--- config.mk ---
export PLATFORM = sky130hd
export DESIGN_NAME = prime_field_arith_sqrt_unit_flat
export DESIGN_NICKNAME = d
export VERILOG_FILES = /design/src/design/pfa_pkg.sv /design/src/design/pfa_if.sv /design/src/design/prime_field_arith_sqrt_unit.sv /design/src/design/pfa_mulmod.sv /design/src/design/pfa_dp.sv /design/src/design/pfa_ctrl.sv /design/src/flat_wrapper.sv
export SDC_FILE = /design/constraint.sdc
export NUM_CORES = 2
export LEC_CHECK = 0
export ABC_AREA = 0
export BUFFER_PORTS_ARGS = -buffer_cell sky130_fd_sc_hd__clkbuf_2
export CORE_AREA = 8 8 372 374
export DETAILED_ROUTE_END_ITERATION = 8
export DIE_AREA = 0 0 380 382
export GPL_ROUTABILITY_DRIVEN = 0
export HOLD_SLACK_MARGIN = 0.05
export PLACE_DENSITY = 0.48
export SYNTH_ARGS = -nofsm -noshare
export SYNTH_HDL_FRONTEND = slang
export SYNTH_SLANG_ARGS = --single-unit
--- constraint.sdc ---
create_clock -name i_clk -period 11.8 [get_ports i_clk]
set_clock_uncertainty 0.2 [all_clocks]
set_input_delay 1.77 -clock i_clk [delete_from_list [all_inputs] [get_ports i_clk]]
set_output_delay 1.77 -clock i_clk [all_outputs]
set_load 0.02 [all_outputs]
--- src/design/pfa_pkg.sv ---
`timescale 1ns / 1ps
`default_nettype none
// ----------------------------------------------------------------------------
// pfa_pkg: shared types and constants of the prime field arithmetic unit
// Field width, command codes, datapath op codes, register names and the
// command/status bundles between controller and datapath.
// ----------------------------------------------------------------------------
package pfa_pkg;

    localparam int DW = 31;
    localparam logic [DW-1:0] MODULUS_RESET = 31'd998244353;

    // transaction command codes
    localparam logic [2:0] CMD_ADD  = 3'd0;
    localparam logic [2:0] CMD_SUB  = 3'd1;
    localparam logic [2:0] CMD_NEG  = 3'd2;
    localparam logic [2:0] CMD_MUL  = 3'd3;
    localparam logic [2:0] CMD_INV  = 3'd4;
    localparam logic [2:0] CMD_DIV  = 3'd5;
    localparam logic [2:0] CMD_SQRT = 3'd6;

    // datapath operations
    localparam logic [3:0] OP_NOP      = 4'd0;
    localparam logic [3:0] OP_LOAD     = 4'd1;
    localparam logic [3:0] OP_MUL      = 4'd2;
    localparam logic [3:0] OP_ADD      = 4'd3;
    localparam logic [3:0] OP_SUB      = 4'd4;
    localparam logic [3:0] OP_MOV      = 4'd5;
    localparam logic [3:0] OP_EHALF    = 4'd6;
    localparam logic [3:0] OP_EMM2     = 4'd7;
    localparam logic [3:0] OP_ESHIFT   = 4'd8;
    localparam logic [3:0] OP_OUT_OK   = 4'd9;
    localparam logic [3:0] OP_OUT_FAIL = 4'd10;

    // working registers and constant sources
    localparam logic [3:0] RI_A    = 4'd0;
    localparam logic [3:0] RI_B    = 4'd1;
    localparam logic [3:0] RI_Z    = 4'd2;
    localparam logic [3:0] RI_R0   = 4'd3;
    localparam logic [3:0] RI_R1   = 4'd4;
    localparam logic [3:0] RI_B0   = 4'd5;
    localparam logic [3:0] RI_B1   = 4'd6;
    localparam logic [3:0] RI_T0   = 4'd7;
    localparam logic [3:0] RI_T1   = 4'd8;
    localparam logic [3:0] RI_T2   = 4'd9;
    localparam logic [3:0] RI_T3   = 4'd10;
    localparam logic [3:0] RI_ZERO = 4'd14;
    localparam logic [3:0] RI_ONE  = 4'd15;

    typedef struct packed {
        logic [3:0] op;
        logic [3:0] dst;
        logic [3:0] sx;
        logic [3:0] sy;
    } t_dp_cmd;

    typedef struct packed {
        logic eq;
        logic mul_done;
        logic e_zero;
        logic e_lsb;
        logic m_lt2;
    } t_dp_sts;

endpackage
`default_nettype wire

--- src/design/pfa_if.sv ---
`timescale 1ns / 1ps
`default_nettype none
// ----------------------------------------------------------------------------
// pfa_in_if / pfa_out_if: valid/ready channels of the arithmetic unit
// Input channel carries the command and operands, output channel the result.
// ----------------------------------------------------------------------------
interface pfa_in_if;
    logic        valid;
    logic        ready;
    logic [2:0]  cmd;
    logic [30:0] operand_a;
    logic [30:0] operand_b;
    logic [30:0] trial_start;

    modport source (output valid, cmd, operand_a, operand_b, trial_start, input ready);
    modport sink   (input valid, cmd, operand_a, operand_b, trial_start, output ready);
endinterface

interface pfa_out_if #(parameter int VW = 31);
    logic          valid;
    logic          ready;
    logic [VW-1:0] value;
    logic          ok;

    modport source (output valid, value, ok, input ready);
    modport sink   (input valid, value, ok, output ready);
endinterface
`default_nettype wire

--- src/design/prime_field_arith_sqrt_unit.sv ---
`timescale 1ns / 1ps
`default_nettype none
// ----------------------------------------------------------------------------
// prime_field_arith_sqrt_unit: prime field arithmetic with square root
// Add, sub, negate, multiply, Fermat inverse, divide and Berlekamp-Rabin
// square root modulo a programmable modulus.
// ----------------------------------------------------------------------------
// One transaction at a time. Every modular multiply runs on a single shared
// bit-serial multiplier; operand reduction costs three of them up front.
// Inverse and divide add a Fermat power to m-2, divide one more multiply.
// Square root adds the Euler power to (m-1)/2, and per candidate a power
// to (m-1)/2 in F[x]/(x^2 - a), plus one inverse when that power gives the
// root; the number of candidates is capped at MAX_TRIALS. A finished result
// sits in the output register while the next transaction is accepted.
// ----------------------------------------------------------------------------
module prime_field_arith_sqrt_unit #(
    parameter int MAX_TRIALS  = 64,
    parameter int VALUE_WIDTH = 31
) (
    input  wire logic                   i_clk,
    input  wire logic                   i_rst_n,
    pfa_in_if.sink                      i_in,
    pfa_out_if.source                   o_res,
    input  wire logic                   i_cfg_we,
    input  wire logic [pfa_pkg::DW-1:0] i_cfg_wdata
);
    import pfa_pkg::*;

    t_dp_cmd w_cmd;
    t_dp_sts w_sts;

    pfa_ctrl #(.MAX_TRIALS(MAX_TRIALS)) u_ctrl (
        .i_clk       (i_clk),
        .i_rst_n     (i_rst_n),
        .i_in_valid  (i_in.valid),
        .o_in_ready  (i_in.ready),
        .i_in_cmd    (i_in.cmd),
        .o_out_valid (o_res.valid),
        .i_out_ready (o_res.ready),
        .o_cmd       (w_cmd),
        .i_sts       (w_sts)
    );

    pfa_dp #(.VW(VALUE_WIDTH)) u_dp (
        .i_clk       (i_clk),
        .i_rst_n     (i_rst_n),
        .i_cmd       (w_cmd),
        .o_sts       (w_sts),
        .i_cfg_we    (i_cfg_we),
        .i_cfg_wdata (i_cfg_wdata),
        .i_in_a      (i_in.operand_a),
        .i_in_b      (i_in.operand_b),
        .i_in_s      (i_in.trial_start),
        .o_out_value (o_res.value),
        .o_out_ok    (o_res.ok)
    );

endmodule
`default_nettype wire

--- src/design/pfa_mulmod.sv ---
`timescale 1ns / 1ps
`default_nettype none
// ----------------------------------------------------------------------------
// pfa_mulmod: bit-serial modular multiplier
// Computes (x * y) mod m, one bit of x per cycle, MSB first; y must be < m.
// ----------------------------------------------------------------------------
module pfa_mulmod (
    input  wire logic                i_clk,
    input  wire logic                i_rst_n,
    input  wire logic                i_start,
    input  wire logic [pfa_pkg::DW-1:0] i_x,
    input  wire logic [pfa_pkg::DW-1:0] i_y,
    input  wire logic [pfa_pkg::DW-1:0] i_m,
    output logic                     o_done,
    output logic [pfa_pkg::DW-1:0]   o_prod
);
    import pfa_pkg::*;

    localparam int CW = $clog2(DW);

    logic          r_busy;
    logic          r_done;
    logic [CW-1:0] r_cnt;
    logic [DW-1:0] r_x;
    logic [DW-1:0] r_y;
    logic [DW-1:0] r_acc;
    logic [DW-1:0] n_acc;
    logic [DW+1:0] w_t;
    logic [DW+1:0] w_m1;
    logic [DW+1:0] w_m2;
    logic [DW+1:0] w_s;

    // acc = (2*acc + bit*y) mod m, sum stays below 3m
    always_comb begin
        w_m1 = {2'b00, i_m};
        w_m2 = {1'b0, i_m, 1'b0};
        w_t  = {1'b0, r_acc, 1'b0} + (r_x[DW-1] ? {2'b00, r_y} : '0);
        if (w_t >= w_m2) begin
            w_s = w_t - w_m2;
        end else if (w_t >= w_m1) begin
            w_s = w_t - w_m1;
        end else begin
            w_s = w_t;
        end
        n_acc = w_s[DW-1:0];
    end

    // control
    always_ff @(posedge i_clk) begin
        if (!i_rst_n) begin
            r_busy <= 1'b0;
            r_done <= 1'b0;
            r_cnt  <= '0;
        end else begin
            r_done <= 1'b0;
            if (i_start) begin
                r_busy <= 1'b1;
                r_cnt  <= '0;
            end else if (r_busy) begin
                r_cnt <= r_cnt + 1'b1;
                if (r_cnt == CW'(DW - 1)) begin
                    r_busy <= 1'b0;
                    r_done <= 1'b1;
                end
            end
        end
    end

    // operands and accumulator
    always_ff @(posedge i_clk) begin
        if (i_start) begin
            r_x   <= i_x;
            r_y   <= i_y;
            r_acc <= '0;
        end else if (r_busy) begin
            r_x   <= {r_x[DW-2:0], 1'b0};
            r_acc <= n_acc;
        end
    end

    assign o_done = r_done;
    assign o_prod = r_acc;

endmodule
`default_nettype wire

--- src/design/pfa_dp.sv ---
`timescale 1ns / 1ps
`default_nettype none
// ----------------------------------------------------------------------------
// pfa_dp: datapath of the arithmetic unit
// Modulus register, working registers, modular add/sub, the shared
// multiplier, exponent shifter and the result register.
// ----------------------------------------------------------------------------
module pfa_dp #(
    parameter int VW = 31
) (
    input  wire logic                   i_clk,
    input  wire logic                   i_rst_n,
    input  wire pfa_pkg::t_dp_cmd       i_cmd,
    output pfa_pkg::t_dp_sts            o_sts,
    input  wire logic                   i_cfg_we,
    input  wire logic [pfa_pkg::DW-1:0] i_cfg_wdata,
    input  wire logic [pfa_pkg::DW-1:0] i_in_a,
    input  wire logic [pfa_pkg::DW-1:0] i_in_b,
    input  wire logic [pfa_pkg::DW-1:0] i_in_s,
    output logic [VW-1:0]               o_out_value,
    output logic                        o_out_ok
);
    import pfa_pkg::*;

    logic [DW-1:0] r_modulus;
    logic [DW-1:0] r_a, r_b, r_z, r_r0, r_r1, r_b0, r_b1;
    logic [DW-1:0] r_t0, r_t1, r_t2, r_t3;
    logic [DW-1:0] r_exp;
    logic [3:0]    r_mul_dst;
    logic [DW-1:0] r_out_val;
    logic          r_out_ok;

    logic [DW-1:0] w_vx, w_vy;
    logic [DW:0]   w_sum, w_diff;
    logic [DW-1:0] w_add, w_sub;
    logic          w_wen;
    logic [3:0]    w_wdst;
    logic [DW-1:0] w_wdata;
    logic          w_mul_done;
    logic [DW-1:0] w_mul_prod;
    logic [DW-1:0] w_half;
    logic [63:0]   w_ext;

    // source selects
    always_comb begin
        unique case (i_cmd.sx)
            RI_A:    w_vx = r_a;
            RI_B:    w_vx = r_b;
            RI_Z:    w_vx = r_z;
            RI_R0:   w_vx = r_r0;
            RI_R1:   w_vx = r_r1;
            RI_B0:   w_vx = r_b0;
            RI_B1:   w_vx = r_b1;
            RI_T0:   w_vx = r_t0;
            RI_T1:   w_vx = r_t1;
            RI_T2:   w_vx = r_t2;
            RI_T3:   w_vx = r_t3;
            RI_ONE:  w_vx = DW'(1);
            default: w_vx = '0;
        endcase
    end

    always_comb begin
        unique case (i_cmd.sy)
            RI_A:    w_vy = r_a;
            RI_B:    w_vy = r_b;
            RI_Z:    w_vy = r_z;
            RI_R0:   w_vy = r_r0;
            RI_R1:   w_vy = r_r1;
            RI_B0:   w_vy = r_b0;
            RI_B1:   w_vy = r_b1;
            RI_T0:   w_vy = r_t0;
            RI_T1:   w_vy = r_t1;
            RI_T2:   w_vy = r_t2;
            RI_T3:   w_vy = r_t3;
            RI_ONE:  w_vy = DW'(1);
            default: w_vy = '0;
        endcase
    end

    // modular add and subtract of reduced values
    always_comb begin
        w_sum  = {1'b0, w_vx} + {1'b0, w_vy};
        w_add  = (w_sum >= {1'b0, r_modulus}) ? DW'(w_sum - {1'b0, r_modulus})
                                              : w_sum[DW-1:0];
        w_diff = {1'b0, w_vx} - {1'b0, w_vy}
               + ((w_vx < w_vy) ? {1'b0, r_modulus} : '0);
        w_sub  = w_diff[DW-1:0];
    end

    pfa_mulmod u_mul (
        .i_clk   (i_clk),
        .i_rst_n (i_rst_n),
        .i_start (i_cmd.op == OP_MUL),
        .i_x     (w_vx),
        .i_y     (w_vy),
        .i_m     (r_modulus),
        .o_done  (w_mul_done),
        .o_prod  (w_mul_prod)
    );

    // write-back select
    always_comb begin
        w_wen   = 1'b0;
        w_wdst  = i_cmd.dst;
        w_wdata = '0;
        if (w_mul_done) begin
            w_wen   = 1'b1;
            w_wdst  = r_mul_dst;
            w_wdata = w_mul_prod;
        end else begin
            case (i_cmd.op)
                OP_ADD: begin
                    w_wen   = 1'b1;
                    w_wdata = w_add;
                end
                OP_SUB: begin
                    w_wen   = 1'b1;
                    w_wdata = w_sub;
                end
                OP_MOV: begin
                    w_wen   = 1'b1;
                    w_wdata = w_vx;
                end
                default: begin
                    w_wen = 1'b0;
                end
            endcase
        end
    end

    // modulus register
    always_ff @(posedge i_clk) begin
        if (!i_rst_n) begin
            r_modulus <= MODULUS_RESET;
        end else if (i_cfg_we) begin
            r_modulus <= i_cfg_wdata;
        end
    end

    assign w_half = (r_modulus - DW'(1)) >> 1;

    // working registers, exponent and result
    always_ff @(posedge i_clk) begin
        if (i_cmd.op == OP_MUL) begin
            r_mul_dst <= i_cmd.dst;
        end
        if (i_cmd.op == OP_LOAD) begin
            r_a <= i_in_a;
            r_b <= i_in_b;
            r_z <= i_in_s;
        end else if (w_wen) begin
            unique case (w_wdst)
                RI_A:    r_a  <= w_wdata;
                RI_B:    r_b  <= w_wdata;
                RI_Z:    r_z  <= w_wdata;
                RI_R0:   r_r0 <= w_wdata;
                RI_R1:   r_r1 <= w_wdata;
                RI_B0:   r_b0 <= w_wdata;
                RI_B1:   r_b1 <= w_wdata;
                RI_T0:   r_t0 <= w_wdata;
                RI_T1:   r_t1 <= w_wdata;
                RI_T2:   r_t2 <= w_wdata;
                RI_T3:   r_t3 <= w_wdata;
                default: r_t3 <= r_t3;
            endcase
        end
        case (i_cmd.op)
            OP_EHALF:  r_exp <= w_half;
            OP_EMM2:   r_exp <= r_modulus - DW'(2);
            OP_ESHIFT: r_exp <= r_exp >> 1;
            default:   r_exp <= r_exp;
        endcase
        if (i_cmd.op == OP_OUT_OK) begin
            r_out_val <= w_vx;
            r_out_ok  <= 1'b1;
        end else if (i_cmd.op == OP_OUT_FAIL) begin
            r_out_val <= '0;
            r_out_ok  <= 1'b0;
        end
    end

    // status to controller
    assign o_sts.eq       = (w_vx == w_vy);
    assign o_sts.mul_done = w_mul_done;
    assign o_sts.e_zero   = (r_exp == '0);
    assign o_sts.e_lsb    = r_exp[0];
    assign o_sts.m_lt2    = (r_modulus < DW'(2));

    assign w_ext       = {{(64 - DW){1'b0}}, r_out_val};
    assign o_out_value = w_ext[VW-1:0];
    assign o_out_ok    = r_out_ok;

endmodule
`default_nettype wire

--- src/design/pfa_ctrl.sv ---
`timescale 1ns / 1ps
`default_nettype none
// ----------------------------------------------------------------------------
// pfa_ctrl: controller of the arithmetic unit
// Sequences reduction, field operations, Fermat powers and the
// Berlekamp-Rabin square root search over the datapath.
// ----------------------------------------------------------------------------
module pfa_ctrl #(
    parameter int MAX_TRIALS = 64
) (
    input  wire logic             i_clk,
    input  wire logic             i_rst_n,
    input  wire logic             i_in_valid,
    output logic                  o_in_ready,
    input  wire logic [2:0]       i_in_cmd,
    output logic                  o_out_valid,
    input  wire logic             i_out_ready,
    output pfa_pkg::t_dp_cmd      o_cmd,
    input  wire pfa_pkg::t_dp_sts i_sts
);
    import pfa_pkg::*;

    localparam int TW = $clog2(MAX_TRIALS + 1);

    localparam logic [5:0] S_IDLE     = 6'd0;
    localparam logic [5:0] S_RED_A    = 6'd1;
    localparam logic [5:0] S_RED_B    = 6'd2;
    localparam logic [5:0] S_RED_Z    = 6'd3;
    localparam logic [5:0] S_DISP     = 6'd4;
    localparam logic [5:0] S_ADD      = 6'd5;
    localparam logic [5:0] S_SUB      = 6'd6;
    localparam logic [5:0] S_NEG      = 6'd7;
    localparam logic [5:0] S_MUL      = 6'd8;
    localparam logic [5:0] S_DIV2     = 6'd9;
    localparam logic [5:0] S_SQ_ZCHK  = 6'd10;
    localparam logic [5:0] S_ZERO     = 6'd11;
    localparam logic [5:0] S_EULER    = 6'd12;
    localparam logic [5:0] S_TRIAL    = 6'd13;
    localparam logic [5:0] S_TCHK     = 6'd14;
    localparam logic [5:0] S_ROOT     = 6'd15;
    localparam logic [5:0] S_RS_R0    = 6'd16;
    localparam logic [5:0] S_RS_R1    = 6'd17;
    localparam logic [5:0] S_RS_B0    = 6'd18;
    localparam logic [5:0] S_RS_B1    = 6'd19;
    localparam logic [5:0] S_RS_E     = 6'd20;
    localparam logic [5:0] S_RL_TEST  = 6'd21;
    localparam logic [5:0] S_RM1      = 6'd22;
    localparam logic [5:0] S_RM2      = 6'd23;
    localparam logic [5:0] S_RM3      = 6'd24;
    localparam logic [5:0] S_RM4      = 6'd25;
    localparam logic [5:0] S_RM5      = 6'd26;
    localparam logic [5:0] S_RM6      = 6'd27;
    localparam logic [5:0] S_RM7      = 6'd28;
    localparam logic [5:0] S_SQ1      = 6'd29;
    localparam logic [5:0] S_SQ2      = 6'd30;
    localparam logic [5:0] S_SQ3      = 6'd31;
    localparam logic [5:0] S_SQ4      = 6'd32;
    localparam logic [5:0] S_SQ5      = 6'd33;
    localparam logic [5:0] S_SQ6      = 6'd34;
    localparam logic [5:0] S_RL_SHIFT = 6'd35;
    localparam logic [5:0] S_R1CHK    = 6'd36;
    localparam logic [5:0] S_NEXTZ    = 6'd37;
    localparam logic [5:0] S_PW_INIT0 = 6'd38;
    localparam logic [5:0] S_PW_INIT1 = 6'd39;
    localparam logic [5:0] S_PW_E     = 6'd40;
    localparam logic [5:0] S_PW_TEST  = 6'd41;
    localparam logic [5:0] S_PW_MUL   = 6'd42;
    localparam logic [5:0] S_PW_SQ    = 6'd43;
    localparam logic [5:0] S_PW_SHIFT = 6'd44;
    localparam logic [5:0] S_FIN_OK   = 6'd45;
    localparam logic [5:0] S_FIN_FAIL = 6'd46;

    logic [5:0]    r_state, n_state, w_target;
    logic          r_busy, n_busy;
    logic          r_out_valid, n_out_valid;
    logic [2:0]    r_cmd, n_cmd;
    logic [TW-1:0] r_trial, n_trial;
    logic [3:0]    r_pw_src, n_pw_src;
    logic          r_pw_half, n_pw_half;
    logic [5:0]    r_ret, n_ret;
    t_dp_cmd       w_c;

    // per-state command and successor
    always_comb begin
        w_c         = '{op: OP_NOP, dst: RI_T0, sx: RI_ZERO, sy: RI_ZERO};
        w_target    = r_state;
        n_cmd       = r_cmd;
        n_trial     = r_trial;
        n_pw_src    = r_pw_src;
        n_pw_half   = r_pw_half;
        n_ret       = r_ret;
        n_out_valid = r_out_valid && !i_out_ready;
        unique case (r_state)
            S_IDLE: begin
                if (i_in_valid) begin
                    w_c.op   = OP_LOAD;
                    n_cmd    = i_in_cmd;
                    w_target = i_sts.m_lt2 ? S_FIN_FAIL : S_RED_A;
                end
            end
            S_RED_A: begin
                w_c      = '{op: OP_MUL, dst: RI_A, sx: RI_A, sy: RI_ONE};
                w_target = S_RED_B;
            end
            S_RED_B: begin
                w_c      = '{op: OP_MUL, dst: RI_B, sx: RI_B, sy: RI_ONE};
                w_target = S_RED_Z;
            end
            S_RED_Z: begin
                w_c      = '{op: OP_MUL, dst: RI_Z, sx: RI_Z, sy: RI_ONE};
                w_target = S_DISP;
            end
            S_DISP: begin
                case (r_cmd)
                    CMD_ADD: w_target = S_ADD;
                    CMD_SUB: w_target = S_SUB;
                    CMD_NEG: w_target = S_NEG;
                    CMD_MUL: w_target = S_MUL;
                    CMD_INV: begin
                        n_pw_src  = RI_A;
                        n_pw_half = 1'b0;
                        n_ret     = S_FIN_OK;
                        w_target  = S_PW_INIT0;
                    end
                    CMD_DIV: begin
                        n_pw_src  = RI_B;
                        n_pw_half = 1'b0;
                        n_ret     = S_DIV2;
                        w_target  = S_PW_INIT0;
                    end
                    CMD_SQRT: w_target = S_SQ_ZCHK;
                    default:  w_target = S_FIN_FAIL;
                endcase
            end
            S_ADD: begin
                w_c      = '{op: OP_ADD, dst: RI_T0, sx: RI_A, sy: RI_B};
                w_target = S_FIN_OK;
            end
            S_SUB: begin
                w_c      = '{op: OP_SUB, dst: RI_T0, sx: RI_A, sy: RI_B};
                w_target = S_FIN_OK;
            end
            S_NEG: begin
                w_c      = '{op: OP_SUB, dst: RI_T0, sx: RI_ZERO, sy: RI_A};
                w_target = S_FIN_OK;
            end
            S_MUL: begin
                w_c      = '{op: OP_MUL, dst: RI_T0, sx: RI_A, sy: RI_B};
                w_target = S_FIN_OK;
            end
            S_DIV2: begin
                w_c      = '{op: OP_MUL, dst: RI_T0, sx: RI_A, sy: RI_T0};
                w_target = S_FIN_OK;
            end
            // square root of zero is zero
            S_SQ_ZCHK: begin
                w_c.sx = RI_A;
                w_c.sy = RI_ZERO;
                if (i_sts.eq) begin
                    w_target = S_ZERO;
                end else begin
                    n_pw_src  = RI_A;
                    n_pw_half = 1'b1;
                    n_ret     = S_EULER;
                    w_target  = S_PW_INIT0;
                end
            end
            S_ZERO: begin
                w_c      = '{op: OP_MOV, dst: RI_T0, sx: RI_ZERO, sy: RI_ZERO};
                w_target = S_FIN_OK;
            end
            // Euler criterion
            S_EULER: begin
                w_c.sx = RI_T0;
                w_c.sy = RI_ONE;
                if (i_sts.eq) begin
                    n_trial  = '0;
                    w_target = S_TRIAL;
                end else begin
                    w_target = S_FIN_FAIL;
                end
            end
            S_TRIAL: begin
                w_c      = '{op: OP_MUL, dst: RI_T0, sx: RI_Z, sy: RI_Z};
                w_target = S_TCHK;
            end
            S_TCHK: begin
                w_c.sx   = RI_T0;
                w_c.sy   = RI_A;
                w_target = i_sts.eq ? S_ROOT : S_RS_R0;
            end
            S_ROOT: begin
                w_c      = '{op: OP_MOV, dst: RI_T0, sx: RI_Z, sy: RI_ZERO};
                w_target = S_FIN_OK;
            end
            // ring power setup: r = 1, base = z + x
            S_RS_R0: begin
                w_c      = '{op: OP_MOV, dst: RI_R0, sx: RI_ONE, sy: RI_ZERO};
                w_target = S_RS_R1;
            end
            S_RS_R1: begin
                w_c      = '{op: OP_MOV, dst: RI_R1, sx: RI_ZERO, sy: RI_ZERO};
                w_target = S_RS_B0;
            end
            S_RS_B0: begin
                w_c      = '{op: OP_MOV, dst: RI_B0, sx: RI_Z, sy: RI_ZERO};
                w_target = S_RS_B1;
            end
            S_RS_B1: begin
                w_c      = '{op: OP_MOV, dst: RI_B1, sx: RI_ONE, sy: RI_ZERO};
                w_target = S_RS_E;
            end
            S_RS_E: begin
                w_c.op   = OP_EHALF;
                w_target = S_RL_TEST;
            end
            S_RL_TEST: begin
                if (i_sts.e_zero) begin
                    w_target = S_R1CHK;
                end else if (i_sts.e_lsb) begin
                    w_target = S_RM1;
                end else begin
                    w_target = S_SQ1;
                end
            end
            // r = r * base in F[x]/(x^2 - a)
            S_RM1: begin
                w_c      = '{op: OP_MUL, dst: RI_T0, sx: RI_R0, sy: RI_B0};
                w_target = S_RM2;
            end
            S_RM2: begin
                w_c      = '{op: OP_MUL, dst: RI_T1, sx: RI_R1, sy: RI_B1};
                w_target = S_RM3;
            end
            S_RM3: begin
                w_c      = '{op: OP_MUL, dst: RI_T1, sx: RI_T1, sy: RI_A};
                w_target = S_RM4;
            end
            S_RM4: begin
                w_c      = '{op: OP_MUL, dst: RI_T2, sx: RI_R0, sy: RI_B1};
                w_target = S_RM5;
            end
            S_RM5: begin
                w_c      = '{op: OP_MUL, dst: RI_T3, sx: RI_R1, sy: RI_B0};
                w_target = S_RM6;
            end
            S_RM6: begin
                w_c      = '{op: OP_ADD, dst: RI_R0, sx: RI_T0, sy: RI_T1};
                w_target = S_RM7;
            end
            S_RM7: begin
                w_c      = '{op: OP_ADD, dst: RI_R1, sx: RI_T2, sy: RI_T3};
                w_target = S_SQ1;
            end
            // base = base^2
            S_SQ1: begin
                w_c      = '{op: OP_MUL, dst: RI_T0, sx: RI_B0, sy: RI_B0};
                w_target = S_SQ2;
            end
            S_SQ2: begin
                w_c      = '{op: OP_MUL, dst: RI_T1, sx: RI_B1, sy: RI_B1};
                w_target = S_SQ3;
            end
            S_SQ3: begin
                w_c      = '{op: OP_MUL, dst: RI_T1, sx: RI_T1, sy: RI_A};
                w_target = S_SQ4;
            end
            S_SQ4: begin
                w_c      = '{op: OP_MUL, dst: RI_T2, sx: RI_B0, sy: RI_B1};
                w_target = S_SQ5;
            end
            S_SQ5: begin
                w_c      = '{op: OP_ADD, dst: RI_B0, sx: RI_T0, sy: RI_T1};
                w_target = S_SQ6;
            end
            S_SQ6: begin
                w_c      = '{op: OP_ADD, dst: RI_B1, sx: RI_T2, sy: RI_T2};
                w_target = S_RL_SHIFT;
            end
            S_RL_SHIFT: begin
                w_c.op   = OP_ESHIFT;
                w_target = S_RL_TEST;
            end
            // nonzero x coefficient gives the root as its inverse
            S_R1CHK: begin
                w_c.sx = RI_R1;
                w_c.sy = RI_ZERO;
                if (!i_sts.eq) begin
                    n_pw_src  = RI_R1;
                    n_pw_half = 1'b0;
                    n_ret     = S_FIN_OK;
                    w_target  = S_PW_INIT0;
                end else begin
                    w_target = S_NEXTZ;
                end
            end
            S_NEXTZ: begin
                w_c = '{op: OP_ADD, dst: RI_Z, sx: RI_Z, sy: RI_ONE};
                if (r_trial == TW'(MAX_TRIALS - 1)) begin
                    w_target = S_FIN_FAIL;
                end else begin
                    n_trial  = r_trial + 1'b1;
                    w_target = S_TRIAL;
                end
            end
            // T0 = src ^ e, square and multiply
            S_PW_INIT0: begin
                w_c      = '{op: OP_MOV, dst: RI_T0, sx: RI_ONE, sy: RI_ZERO};
                w_target = S_PW_INIT1;
            end
            S_PW_INIT1: begin
                w_c      = '{op: OP_MOV, dst: RI_T1, sx: r_pw_src, sy: RI_ZERO};
                w_target = S_PW_E;
            end
            S_PW_E: begin
                w_c.op   = r_pw_half ? OP_EHALF : OP_EMM2;
                w_target = S_PW_TEST;
            end
            S_PW_TEST: begin
                if (i_sts.e_zero) begin
                    w_target = r_ret;
                end else if (i_sts.e_lsb) begin
                    w_target = S_PW_MUL;
                end else begin
                    w_target = S_PW_SQ;
                end
            end
            S_PW_MUL: begin
                w_c      = '{op: OP_MUL, dst: RI_T0, sx: RI_T0, sy: RI_T1};
                w_target = S_PW_SQ;
            end
            S_PW_SQ: begin
                w_c      = '{op: OP_MUL, dst: RI_T1, sx: RI_T1, sy: RI_T1};
                w_target = S_PW_SHIFT;
            end
            S_PW_SHIFT: begin
                w_c.op   = OP_ESHIFT;
                w_target = S_PW_TEST;
            end
            // result register, waits while the previous result is unread
            S_FIN_OK: begin
                if (!r_out_valid || i_out_ready) begin
                    w_c.op      = OP_OUT_OK;
                    w_c.sx      = RI_T0;
                    n_out_valid = 1'b1;
                    w_target    = S_IDLE;
                end
            end
            S_FIN_FAIL: begin
                if (!r_out_valid || i_out_ready) begin
                    w_c.op      = OP_OUT_FAIL;
                    n_out_valid = 1'b1;
                    w_target    = S_IDLE;
                end
            end
            default: begin
                w_target = S_IDLE;
            end
        endcase
    end

    // multiplies: issue once, hold state until done
    always_comb begin
        o_cmd   = w_c;
        n_busy  = r_busy;
        n_state = w_target;
        if (w_c.op == OP_MUL) begin
            if (!r_busy) begin
                n_busy  = 1'b1;
                n_state = r_state;
            end else begin
                o_cmd.op = OP_NOP;
                if (i_sts.mul_done) begin
                    n_busy = 1'b0;
                end else begin
                    n_state = r_state;
                end
            end
        end
    end

    always_ff @(posedge i_clk) begin
        if (!i_rst_n) begin
            r_state     <= S_IDLE;
            r_busy      <= 1'b0;
            r_out_valid <= 1'b0;
            r_cmd       <= CMD_ADD;
            r_trial     <= '0;
            r_pw_src    <= RI_A;
            r_pw_half   <= 1'b0;
            r_ret       <= S_IDLE;
        end else begin
            r_state     <= n_state;
            r_busy      <= n_busy;
            r_out_valid <= n_out_valid;
            r_cmd       <= n_cmd;
            r_trial     <= n_trial;
            r_pw_src    <= n_pw_src;
            r_pw_half   <= n_pw_half;
            r_ret       <= n_ret;
        end
    end

    assign o_in_ready  = (r_state == S_IDLE);
    assign o_out_valid = r_out_valid;

    a_no_restart: assert property (@(posedge i_clk) disable iff (!i_rst_n)
        r_busy |-> o_cmd.op != OP_MUL)
        else $error("multiply issued while multiplier busy");

    a_done_when_busy: assert property (@(posedge i_clk) disable iff (!i_rst_n)
        i_sts.mul_done |-> r_busy)
        else $error("multiplier done without pending multiply");

    a_idle_not_busy: assert property (@(posedge i_clk) disable iff (!i_rst_n)
        o_in_ready |-> !r_busy)
        else $error("ready while multiply pending");

    a_trial_bound: assert property (@(posedge i_clk) disable iff (!i_rst_n)
        r_trial <= TW'(MAX_TRIALS - 1))
        else $error("trial counter beyond cap");

endmodule
`default_nettype wire

--- src/flat_wrapper.sv ---
// flat-port wrapper written by rule: the top's interface ports become plain ports
module prime_field_arith_sqrt_unit_flat import pfa_pkg::*;
#(
    parameter int MAX_TRIALS  = 64,
    parameter int VALUE_WIDTH = 31
)
  (i_clk, i_rst_n, i_cfg_we, i_cfg_wdata, i_in_valid, i_in_cmd, i_in_operand_a, i_in_operand_b, i_in_trial_start, i_in_ready, o_res_valid, o_res_value, o_res_ok, o_res_ready);
  pfa_in_if i_in_i ();
  pfa_out_if #(.VW((31))) o_res_i ();
  input  wire logic i_clk;
  input  wire logic i_rst_n;
  input  wire logic i_cfg_we;
  input  wire logic [pfa_pkg::DW-1:0] i_cfg_wdata;
  input wire logic [$bits(i_in_i.valid)-1:0] i_in_valid;
  input wire logic [$bits(i_in_i.cmd)-1:0] i_in_cmd;
  input wire logic [$bits(i_in_i.operand_a)-1:0] i_in_operand_a;
  input wire logic [$bits(i_in_i.operand_b)-1:0] i_in_operand_b;
  input wire logic [$bits(i_in_i.trial_start)-1:0] i_in_trial_start;
  output wire logic [$bits(i_in_i.ready)-1:0] i_in_ready;
  output wire logic [$bits(o_res_i.valid)-1:0] o_res_valid;
  output wire logic [$bits(o_res_i.value)-1:0] o_res_value;
  output wire logic [$bits(o_res_i.ok)-1:0] o_res_ok;
  input wire logic [$bits(o_res_i.ready)-1:0] o_res_ready;
  assign i_in_i.valid = i_in_valid;
  assign i_in_i.cmd = i_in_cmd;
  assign i_in_i.operand_a = i_in_operand_a;
  assign i_in_i.operand_b = i_in_operand_b;
  assign i_in_i.trial_start = i_in_trial_start;
  assign i_in_ready = i_in_i.ready;
  assign o_res_valid = o_res_i.valid;
  assign o_res_value = o_res_i.value;
  assign o_res_ok = o_res_i.ok;
  assign o_res_i.ready = o_res_ready;
  prime_field_arith_sqrt_unit #(.MAX_TRIALS(MAX_TRIALS), .VALUE_WIDTH(VALUE_WIDTH)) u_core (.i_clk(i_clk), .i_rst_n(i_rst_n), .i_in(i_in_i), .o_res(o_res_i), .i_cfg_we(i_cfg_we), .i_cfg_wdata(i_cfg_wdata));
endmodule
-- After elaboration in Yosys (flattened, before gate mapping)
Index checks and enable logic that the tools add are counted.
- register bits: 568
- add/subtract/negate cells: 11
- magnitude comparators: 5
- equality and inequality tests: 106
- multiplexer cells: 77
- bitwise logic cells: 3
- reductions and logical operators: 70
- operators by type and width (kind ; number):
    case mux 31 bit (12 select lines) ; 2
    2-to-1 mux 31 bit ; 19
    case mux 6 bit (38 select lines) ; 1
    case mux 31 bit (3 select lines) ; 2
    subtractor 31 bit ; 4
    case mux 4 bit (10 select lines) ; 3
    == test 6 x 5 -> 1 bit, second input constant ; 16
    == test 6 bit, second input constant ; 15
    2-to-1 mux 6 bit ; 13
    == test 4 x 3 -> 1 bit, second input constant ; 16
    == test 4 bit, second input constant ; 14
    case mux 4 bit (13 select lines) ; 1
    == test 6 x 4 -> 1 bit, second input constant ; 8
    == test 4 x 2 -> 1 bit, second input constant ; 9
    2-to-1 mux 4 bit ; 9
    case mux 6 bit (6 select lines) ; 1
    adder 32 x 31 -> 33 bit ; 1
    greater-or-equal comparator 33 x 31 -> 1 bit ; 1
    greater-or-equal comparator 33 x 32 -> 1 bit ; 1
    adder 31 x 31 -> 32 bit ; 1
    greater-or-equal comparator 32 x 31 -> 1 bit ; 1
    OR reduction 2 bit ; 16
    adder 31 bit ; 1
    == test 31 bit ; 1
    47 further kinds ; 116

-- Logic depth before layout (Yosys ltp)
- depth in word-level cells: 14
- gate-level depth with buffers: 37

-- Modules after synthesis
A second synthesis with hierarchy kept.
- cell total of the unflattened synthesis: 4561
- area total of the unflattened synthesis: 42151.7 sq um
- modules (own cells, without submodules) (module ; times used ; cells each ; area an instance (sq um)):
    pfa_dp ; 1 ; 3060 ; 29963.7
    pfa_mulmod ; 1 ; 1045 ; 9157.5
    pfa_ctrl ; 1 ; 456 ; 3030.4

-- Worst setup path before layout
OpenSTA, ideal clock, no wires.
- path type: input to register
- from: in o_res_ready
- to: reg u_core.u_dp.r_b0[22] (data pin)
- library setup time: 303 ps
- arrival: 8730 ps
- slack: 2567 ps
- stages on the path: 30
- buffers on the path: 4
- cell sequence: nor2b_1 nor3_2 nor3_4 buf_4 buf_4 mux2i_1 o22ai_1 a211oi_1 inv_1 ha_1 clkbuf_1 a21o_1 a21o_1 a221oi_1 o21ai_0 a21oi_1 clkbuf_1 and2_1 fa_1 fa_1 a21o_1 a311oi_1 a221oi_1 a311o_1 a31o_2 o31ai_1 xor2_1 nor2_1 o41ai_2 nand2_1
- word-level cells in the longest chain between the ends: 10
- elaborated cells between the ends (all ways): 35
- those cells by class: 4 x add/sub; 2 x order compare; 15 x eq/ne; 12 x mux; 2 x reduce/logical
- RTL lines (element ; RTL line ; RTL):
    start, declared ; flat_wrapper.sv:23 ; input wire logic [$bits(o_res_i.ready)-1:0] o_res_ready;
    logical OR 1 bit (*) ; pfa_ctrl.sv:342 ; if (!r_out_valid || i_out_ready) begin
    2-to-1 mux 4 bit (*) ; pfa_ctrl.sv:342 ;
    case mux 4 bit (13 select lines) (*) ; pfa_ctrl.sv:93 ; unique case (r_state)
    == test 4 bit (tied with other cells) ; pfa_dp.sv:46 ; unique case (i_cmd.sx)
    case mux 31 bit (12 select lines) (*) ; pfa_dp.sv:46 ;
    net u_core.u_dp.u_mul.i_x (one bit) ; pfa_mulmod.sv:11 ; input wire logic [pfa_pkg::DW-1:0] i_x,
    adder 31 x 31 -> 32 bit / < comparator 31 bit (equally long branches) ; pfa_dp.sv:83, pfa_dp.sv:87 ;
    greater-or-equal comparator 32 x 31 -> 1 bit / 2-to-1 mux 31 bit (equally long branches) ; pfa_dp.sv:84, pfa_dp.sv:87 ;
    2-to-1 mux 31 bit / adder 31 bit (equally long branches) ; pfa_dp.sv:84, pfa_dp.sv:87 ;
    case mux 31 bit (3 select lines) (*) ; pfa_dp.sv:112 ; case (i_cmd.op)
    2-to-1 mux 31 bit (*) ; pfa_dp.sv:107 ; if (w_mul_done) begin
    net u_core.u_dp.w_wdata[22] ; pfa_dp.sv:38 ; logic [DW-1:0] w_wdata;
    end signal, assigned ; pfa_dp.sv:159 ; RI_B0: r_b0 <= w_wdata;
    end, declared ; pfa_dp.sv:26 ; logic [DW-1:0] r_a, r_b, r_z, r_r0, r_r1, r_b0, r_b1;
The timed path passes the listed nets; every way through them passes the cells marked *.
A chain may end at the register's enable or synchronous reset.

-- Final worst setup path
- from: reg u_core.u_ctrl.r_state[3]
- to: reg u_core.u_dp.r_z[1] (data pin)
- word-level cells in the longest chain between the ends: 13
- elaborated cells between the ends (all ways): 113
- those cells by class: 4 x add/sub; 2 x order compare; 70 x eq/ne; 14 x mux; 23 x reduce/logical
- RTL lines (element ; RTL line ; RTL):
    start, declared ; pfa_ctrl.sv:73 ; logic [5:0] r_state, n_state, w_target;
    start signal, assigned ; pfa_ctrl.sv:393 ; r_state <= n_state;
    == test 6 x 4 -> 1 bit (tied with other cells) ; pfa_ctrl.sv:93 ;
    OR reduction 6 bit (no line) (tied with other cells) ; - ;
    case mux 4 bit (13 select lines) (*) ; pfa_ctrl.sv:93 ;
    == test 4 bit (tied with other cells) ; pfa_dp.sv:46 ;
    case mux 31 bit (12 select lines) (*) ; pfa_dp.sv:46 ;
    net u_core.u_dp.u_mul.i_x (one bit) ; pfa_mulmod.sv:11 ;
    adder 31 x 31 -> 32 bit / < comparator 31 bit (equally long branches) ; pfa_dp.sv:83, pfa_dp.sv:87 ;
    greater-or-equal comparator 32 x 31 -> 1 bit / 2-to-1 mux 31 bit (equally long branches) ; pfa_dp.sv:84, pfa_dp.sv:87 ;
    2-to-1 mux 31 bit / adder 31 bit (equally long branches) ; pfa_dp.sv:84, pfa_dp.sv:87 ;
    case mux 31 bit (3 select lines) (*) ; pfa_dp.sv:112 ;
    2-to-1 mux 31 bit (*) ; pfa_dp.sv:107 ;
    2-to-1 mux 31 bit (*) ; pfa_dp.sv:153 ; unique case (w_wdst)
    2-to-1 mux 31 bit (*) ; pfa_dp.sv:152 ; end else if (w_wen) begin
    2-to-1 mux 31 bit (*) ; pfa_dp.sv:148 ; if (i_cmd.op == OP_LOAD) begin
    end signal, assigned ; pfa_dp.sv:151 ; r_z <= i_in_s;
    end signal, assigned ; pfa_dp.sv:156 ; RI_Z: r_z <= w_wdata;
    end, declared ; pfa_dp.sv:26 ;
The timed path passes the listed nets; every way through them passes the cells marked *. The select of a mux whose other input is x is not followed.

==> impl_metrics.py <==
metrics = {
    "critical_path": {
        "cpPeakStageDelay_ns": 0.94,
        "cp_top_family": "compound AO/OA/AOI/OAI gates",
        "cp.buffers_inverters": 3,
        "end_kind": "register",
        "worst_setup_path_start_kind": "register",
        "cp_max_fo": 25,
        "crit_end": "u_core.u_dp.r_z[1]",
        "criticalPathCategory": "reg2reg",
        "startpoint": "u_core.u_ctrl.r_state[3]",
        "cpMostUsedCell": "nand2_1",
        "critPathSlowestCell": "dfxtp_1",
        "cp.depth": 28,
        "r2r_start": "u_core.u_ctrl.r_state[3]",
        "worst_r2r_path_depth": 28,
        "cp.arrival_ns": 11.09,
        "r2r_setup_slack_ns": 0.91,
        "required_ns": 12.00,
        "worstReg2RegEnd": "u_core.u_dp.r_z[1]",
    },
    "synthesis": {
        "synth-async-reset-ratio": 0,
        "yosysTopAreaCell": "edfxtp_1",
        "netlist.area_leader.share": 0.356,
        "syn_area_sq_um": 39500,
        "synthesis.nets": 4617,
        "synthFlopType": "edfxtp_1",
        "synth.distinct_cells": 106,
        "synth_common_cells": "469 x edfxtp_1, 439 x nand2_1, 302 x a21oi_1",
        "synth_edf_count": 469,
        "yosysWarnings": 0,
        "ys_seq_area_frac": 0.404,
        "yosysMostFrequentCell": "edfxtp_1",
        "syn_area_per_cell_sq_um": 9.34,
        "postSynthCellCount": 4229,
        "ys_ff_latch": 564,
        "synth.area.top_cells": "edfxtp_1 36%, ha_1 7.0%, dfxtp_1 4.8%, nand2_1 4.2%, a21oi_1 3.8%",
    },
    "sta": {
        "slew_violations": 0,
        "rsz0062_at_grt": "no",
        "worst_pin_slew_ns": 1.38,
        "slew_headroom": 0.0828,
        "setup_viol": 0,
        "fin_tns_setup_ns": 0,
        "fmax_mhz": 91.8,
        "period_needed_ns": 10.89,
        "finalCritPeriodShare": 0.923,
        "hold_viol": 0,
    },
    "global_routing": {
        "grt-ovfl-total": 0,
        "grtUsageMet1": 0.325,
        "grt-busiest-layer": "met2",
        "grt_pass1_vias": 33800,
        "grt_max_degree": 63,
        "grt_pass1_wl_mm": 246,
        "grt_usage": 0.226,
        "grt.met3_usage": 0.0473,
        "antenna_found_initial": 10,
        "met2_usage": 0.336,
    },
    "clock_network": {
        "numCtsBuffers": 61,
        "clock_path_buffers": 3,
        "cts_tree": "yes",
        "cts.clk_slew.worst_paths_ns": 0.07,
        "ctsHoldBuffers": 0,
        "cts_setup_buffers": 0,
        "htreeDepth": 2,
        "clock-sinks": 564,
        "clockRootBuffer": "clkbuf_16",
        "clk-insertion-delay-late_ns": 0.68,
        "cts_resized": 0,
    },
    "drt": {
        "wire_per_inst_um": 28.0,
        "firstDrtPassIters": 6,
        "drt-total-wl_mm": 174,
        "vias": 36400,
        "drtAntennaViolNets": 0,
        "first_iter_violations": 4598,
        "drc": 0,
        "viasPerCell": 5.86,
    },
    "finish": {
        "final_net_count": 4790,
        "layout-drive-gt1-share": 0.126,
        "nFillCells": 13700,
        "areaGrowthSynthToFinish_pct": 15.0,
    },
    "flow_run": {
        "maxCapViolations": 0,
    },
    "floorplanning": {
        "die_area_sq_um": 145000,
        "std_cell_rows": 134,
        "initial_core_util": 0.298,
        "die_x_um": 380,
        "pin_count": 166,
        "core_sq_um": 132000,
        "chipHeight_um": 382,
    },
    "run_status": {
        "status": "completed",
    },
    "placement": {
        "hpwl_mm": 131,
        "io_buffers": 165,
    },
    "min_path": {
        "hold_path_class": "reg2reg",
    },
}
## registers in the layout, summed over array words and instances, names as in the netlist, 3 cells and up
| register | count |
|---|---|
| u_core.u_dp.r_mul_dst | 4 |
| u_core.u_dp.r_a | 31 |
| u_core.u_dp.r_modulus | 31 |
| u_core.u_dp.r_exp | 31 |
| u_core.u_dp.u_mul.r_y | 31 |
| u_core.u_ctrl.r_cmd | 3 |
| u_core.u_ctrl.r_trial | 7 |
| u_core.u_dp.r_b1 | 31 |
| u_core.u_dp.o_out_value | 31 |
| u_core.u_dp.r_z | 31 |
| u_core.u_dp.u_mul.o_prod | 31 |
| u_core.u_dp.u_mul.r_x | 31 |
| u_core.u_dp.r_r1 | 31 |
| u_core.u_ctrl.r_ret | 4 |
| u_core.u_dp.r_t1 | 31 |
| u_core.u_dp.r_t0 | 31 |
| u_core.u_dp.r_b0 | 31 |
| u_core.u_dp.r_r0 | 31 |
| u_core.u_dp.u_mul.r_cnt | 5 |
| u_core.u_dp.r_t3 | 31 |
| u_core.u_dp.r_b | 31 |
| u_core.u_dp.r_t2 | 31 |
| u_core.u_ctrl.r_state | 6 |
## metal layers
layer / routed length (um) / part of all wire / vias to the layer above
met5: 0 / 0 / -
met4: 6640 / 0.038 / 0
met3: 17000 / 0.097 / 290
met2: 73500 / 0.42 / 1920
met1: 77300 / 0.44 / 18000
li1: - / - / 16300
## per-stage QoR
stage               worst slack, ns  hold WS [ns]  cells  area, sq um   util
CTS                            1.24         0.266   6221        45400  0.343
detailed placement            0.929         0.257   6107        43300  0.327
floorplan                      2.57         0.232   4229        39500      -
global placement              0.925         0.252   6107        43300  0.327
finish                        0.912         0.266   6222        45400  0.343
global route                  0.439         0.276   6221        45400  0.343
## cell families (layout without fill, tap and decap cells)
kind of cell | count (synthesis) | in the layout | synth area share
AND/OR/NAND/NOR | 1286 | 1286 | 0.156
AO/OA/AOI/OAI | 1346 | 1346 | 0.234
XOR/XNOR | 219 | 219 | 0.0485
other | 0 | 1 | 0
flip-flops | 564 | 564 | 0.404
adder cells (fa/ha/maj) | 256 | 256 | 0.0877
multiplexers | 82 | 82 | 0.0213
buffers and inverters | 476 | 700 | 0.0477
## final cells by class
class                           count  area, sq um  share of cell area
Multi-Input combinational cell   3189        21900               0.483
Sequential cell                   564        16000               0.352
Tap cell                         1768         2210              0.0487
Timing Repair Buffer              340         2200              0.0485
Clock buffer                       68         1620              0.0356
Inverter                          246          923              0.0203
Clock inverter                     46          543              0.0120
Antenna cell                        1         2.50           0.0000551
## cells in the final DEF, fill, tap and decap left out, types with 93 or more instances in the layout
cell / instances
a21o_1: 93
nand2_1: 439
nor2_1: 260
xnor2_1: 162
nand3_1: 133
ha_1: 221
clkbuf_2: 165
a22oi_1: 138
edfxtp_1: 469
buf_4: 170
inv_1: 238
a21oi_1: 300
o21ai_0: 236
## worst min path at each step
| stage | start | end | cells past startpoint |
|---|---|---|---|
| floorplan | u_core.u_ctrl.r_ret[3] | u_core.u_ctrl.r_ret[3] | 2 |
| global placement | u_core.u_ctrl.r_ret[0] | u_core.u_ctrl.r_ret[0] | 2 |
| detailed placement | u_core.u_ctrl.r_ret[0] | u_core.u_ctrl.r_ret[0] | 2 |
| CTS | u_core.u_ctrl.r_ret[0] | u_core.u_ctrl.r_ret[0] | 2 |
| global route | u_core.u_ctrl.r_ret[0] | u_core.u_ctrl.r_ret[0] | 2 |
| finish | u_core.u_ctrl.r_ret[0] | u_core.u_ctrl.r_ret[0] | 2 |
## worst min-delay path, stage by stage (launching register included)
cell and delay [ns]:
dfxtp_1 0.32, inv_1 0.05, a211oi_1 0.05
Power is left out: the tool's default activity adds up to more than one toggle a clock period on the data nets, which glitch-free logic cannot reach.
